$ cat config.mk
export PLATFORM = sky130hd
export DESIGN_NAME = pcsb_ram
export DESIGN_NICKNAME = d
export VERILOG_FILES = /design/src/hdl/pcsb_ram.sv
export SDC_FILE = /design/constraint.sdc
export NUM_CORES = 2
export LEC_CHECK = 0
export ABC_CLOCK_PERIOD_IN_PS = 3330
export BUFFER_PORTS_ARGS = -buffer_cell sky130_fd_sc_hd__buf_2
export CORE_MARGIN = 2
export CORE_UTILIZATION = 63
export DETAILED_ROUTE_END_ITERATION = 12
export GPL_ROUTABILITY_DRIVEN = 0
export HOLD_SLACK_MARGIN = 0.06
export PLACE_DENSITY = 0.8
export SYNTH_ARGS = -nofsm -noshare
export SYNTH_HDL_FRONTEND = slang
export SYNTH_SLANG_ARGS = --single-unit
$ cat constraint.sdc
create_clock -name i_clk -period 3.33 [get_ports i_clk]
set_clock_uncertainty 0.1 [all_clocks]
set_input_delay 0.666 -clock i_clk [delete_from_list [all_inputs] [get_ports i_clk]]
set_output_delay 0.666 -clock i_clk [all_outputs]
set_load 0.02 [all_outputs]
$ cat src/hdl/pcsb_ram.sv
// Generic single-port synchronous RAM with registered read.
// Standalone; used for the bin store of the binner.
module pcsb_ram #(
    parameter int WIDTH = 8,
    parameter int DEPTH = 256
) (
    input  logic                     i_clk,
    input  logic                     i_we,
    input  logic [$clog2(DEPTH)-1:0] i_addr,
    input  logic [WIDTH-1:0]         i_wdata,
    output logic [WIDTH-1:0]         o_rdata
);

    logic [WIDTH-1:0] r_mem [DEPTH];
    logic [WIDTH-1:0] r_rdata;

    // write or read one entry per cycle
    always_ff @(posedge i_clk) begin
        if (i_we) begin
            r_mem[i_addr] <= i_wdata;
        end
        r_rdata <= r_mem[i_addr];
    end

    assign o_rdata = r_rdata;

endmodule

* Yosys cells after proc, flatten, opt, wreduce, memory -nomap -nowiden
Memory sizes are Yosys's and may differ from the RTL's. A register that Yosys moved wholly into a read port is not among the register bits. Index checks and enable logic that the tools add are counted.
Word-level totals: memories 1, bits in writable memories 2048, bits of input ports 18, output and inout bits 8, word-level logic and storage cells 3, flip-flop bits (word level) 0
Memory list:
- r_mem | words 256, width 8, read ports 1, clocked after Yosys merged registers in 1, wr ports 1, RTL line 14 | logic [WIDTH-1:0] r_mem [DEPTH];
Cells by class: multiplexer cells 2
Operator list (count):
- 2-to-1 mux 1 bit | 2

* Depth between registers and ports, before layout
word-level depth 2, gate-level depth with buffers 10, gate-level depth less buffers 5

* Worst setup path before layout
Ideal clock, no wire load.
kind input-to-reg, start input i_addr[1], end memory r_mem[111][0], enable pin, arrival time 2.515 ns, required time 2.860 ns, setup time 0.370 ns, path buffers 5, cell stages on the path 9, path slack 0.345 ns, cell sequence buf_2 -> clkbuf_1 -> clkbuf_1 -> nand2_1 -> buf_2 -> nor2_1 -> nand2_1 -> clkbuf_1 -> nor2_1
RTL lines:
- from (decl) | RTL line 9 | input logic [$clog2(DEPTH)-1:0] i_addr,
- to (decl) | RTL line 14
Straight into the memory's write port.

==> flow_metrics.env <==
export IMPL_area_delta_synth_final_pct=14.9
export IMPL_clock_path_buffers=3
export IMPL_cp_required_ns=3.91
export IMPL_ir_worst_vdd_uv=669
export IMPL_cp_end_kind="flip-flop"
export IMPL_layout_drive_gt1_share=0.309
export IMPL_route_vias_total=41500
export IMPL_grt_max_degree=110
export IMPL_wl_met3_mm=24.3
export IMPL_violations="setup timing"
export IMPL_hold_depth=1
export IMPL_status="finished, violations left"
export IMPL_yosys_area_top_type="edfxtp_1"
export IMPL_synth_seq_area_share=0.786
export IMPL_regArea_mm2=0.0617
export IMPL_cts_resized=0
export IMPL_dr_max_layer_used="met5"
export IMPL_hold_class="primary input to flip-flop"
export IMPL_synth_distinct_cells=22
export IMPL_wl_per_cell_um=34.3
export IMPL_finalPower_w=0.0525
export IMPL_setup_viol=1
export IMPL_drtIter0Drc=7011
export IMPL_crit_fanout=40
export IMPL_fmaxAchievable_ghz=0.300
export IMPL_final_cell_mix="edfxtp_1 (2048), mux4_2 (512), buf_4 (404), a22oi_1 (256), nor2_1 (231)"
export IMPL_min_period_over_period=1.00
export IMPL_clock_sinks=2056
export IMPL_wirelength_mm=199
export IMPL_clk_latency_ns=0.84
export IMPL_power_frac_comb=0.050
export IMPL_die_w_um=357
export IMPL_setup_tns_final_ns=-0.00385
export IMPL_worst_slack_ns=-0.00385
export IMPL_clk_pin_slew_ns=0.06
export IMPL_reg2regPathDepth=6
export IMPL_startpoint_type="primary input"
export IMPL_hold_violations=0
export IMPL_multi_input_area_mm2=0.0158
export IMPL_post_cts_setup_buffers=0
export IMPL_route_met2_wl_mm=95.5
export IMPL_slew_headroom=0.0988
export IMPL_wl_met1_mm=69.5
export IMPL_grt_pass1_wl_mm=290
export IMPL_htree_levels=4
export IMPL_min_to="r_mem[116][2]$_DFFE_PP_"
export IMPL_drv_cap=0
export IMPL_synth_nets=3565
export IMPL_final_util=0.730
export IMPL_syn_mean_instance_area_um2=22.1
export IMPL_synth_area_leaders="edfxtp_1 (78%), mux4_2 (15%), a22oi_1 (2.4%)"
export IMPL_grt_util_all_layers=0.320
export IMPL_die_h_um=357
export IMPL_internal_power_w=0.0414
export IMPL_tightest_slew_ns=1.33
export IMPL_io_pins=26
export IMPL_rows=129
export IMPL_path_class="primary input to flip-flop"
export IMPL_hpwlAfterDp_mm=116
export IMPL_power_frac_clock=0.406
export IMPL_ant_nets=0
export IMPL_drc=0
export IMPL_overflow=0
export IMPL_cts_tree="done"
export IMPL_final_common_cell="edfxtp_1"
export IMPL_cts_buffers=191
export IMPL_r2r_end="o_rdata[6]$_DFF_P_"
export IMPL_antenna_found_initial=12
export IMPL_ys_seq_elements=2056
export IMPL_die_area_mm2=0.127
export IMPL_rsz0062_at_grt="no"
export IMPL_yosys_warnings=0
export IMPL_layout_nets=4028
export IMPL_dr_pass1_iters=9
export IMPL_hold_ws_ns=0.282
export IMPL_hp_start="i_wdata[2]"
export IMPL_r2r_start="r_mem[238][6]$_DFFE_PP_"
export IMPL_grt_pass1_vias=41800
export IMPL_p_leak_nw=28.5
export IMPL_swShare=0.211
export IMPL_nFillCells=6563
export IMPL_p_sw_w=0.0111
export IMPL_start_util=0.635
export IMPL_crit_arrival_ns=3.92
export IMPL_period_minus_slack_ns=3.33
export IMPL_syn_area_mm2=0.0785
export IMPL_pwr_density_cell_mw_per_mm2=582
export IMPL_synth_cells=3547
export IMPL_coreArea_mm2=0.124
export IMPL_maxSlewViolCount=0
export IMPL_cts_root_buffer="clkbuf_16"
export IMPL_netlist_area_leader_share=0.783
export IMPL_hold_buffers=0
export IMPL_numPortBuffers=25
export IMPL_rrSetupSlack_ns=0.11
export IMPL_via_per_inst=7.15
export IMPL_p_seq_frac=0.544
## routing by layer
layer  up-vias  track usage
li1      16000            -
met1     21400        0.443
met2      3475        0.496
met3       605       0.0786
met4        12        0.139
met5         -            0
## cell type report
type                            instances  share of cell area
Antenna cell                            6            0.000166
Clock buffer                          246              0.0567
Clock inverter                         98              0.0101
Inverter                                1           0.0000416
Multi-Input combinational cell       1258               0.175
Sequential cell                      2056               0.684
Tap cell                             1637              0.0227
Timing Repair Buffer                  502              0.0520
## synthesized netlist by cell type, drive strengths merged
cell type / number
nor2: 232
nand2b: 6
edfxtp: 2048
nand3: 13
clkbuf: 145
dfxtp: 8
o41ai: 32
nor2b: 7
nor3: 30
a21oi: 128
buf: 87
or2: 2
a22oi: 256
nand2: 28
nand4: 8
mux4: 512
and2: 3
inv: 1
or3: 1
## how the worst max path moves through the flow
stage                          from                       to  slack (ns)  cells past startpoint
after CTS                 i_addr[1]       o_rdata[2]$_DFF_P_        0.04                      9
final                     i_addr[1]       o_rdata[6]$_DFF_P_      -0.004                      8
after floorplan           i_addr[1]  r_mem[111][0]$_DFFE_PP_        0.35                      9
after detailed placement  i_addr[1]       o_rdata[2]$_DFF_P_       -0.81                      9
after global placement    i_addr[1]       o_rdata[2]$_DFF_P_       -0.72                      9
after global routing      i_addr[0]       o_rdata[4]$_DFF_P_        0.12                     10
## metrics by stage
step / std cells / setup slack (ns) / instance area, um^2
after floorplan: 3547 / 0.345 / 78500
after detailed placement: 5453 / -0.813 / 84200
after global routing: 5799 / 0.124 / 90200
after global placement: 5453 / -0.721 / 84200
after CTS: 5797 / 0.0439 / 90200
final: 5804 / -0.00385 / 90200
## logic make-up after synthesis
logic type             count (synthesis)  synth area share
AOI/OAI and AO/OA                    416            0.0362
buffers and inverters                233            0.0140
DFF                                 2056             0.786
muxes                                512             0.147
and+or+nand+nor                      330            0.0173
## flip-flops by register name (all words and copies together) (netlist names)
register / count
r_mem: 2048
o_rdata: 8
## worst max-delay path, stage by stage
cell and delay (ns):
buf_8 0.44, buf_4 0.35, mux4_2 0.35, a22oi_1 0.32, a21oi_1 0.14, o41ai_1 1.19, buf_4 0.28, nand4_1 0.11
## power groups by stage
stage / clock (W) / combinational (W) / sequential [W]
6_report: 0.0213 / 0.00265 / 0.0286
3_3_place_gp: 0 / 0.00249 / 0.0291
3_5_place_dp: 0 / 0.00256 / 0.0291
4_1_cts: 0.0214 / 0.00261 / 0.0286
2_1_floorplan: 0 / 0.00127 / 0.0291
5_1_grt: 0.0224 / 0.00275 / 0.0286
No activity file was read; power rests on OpenSTA's default activity.
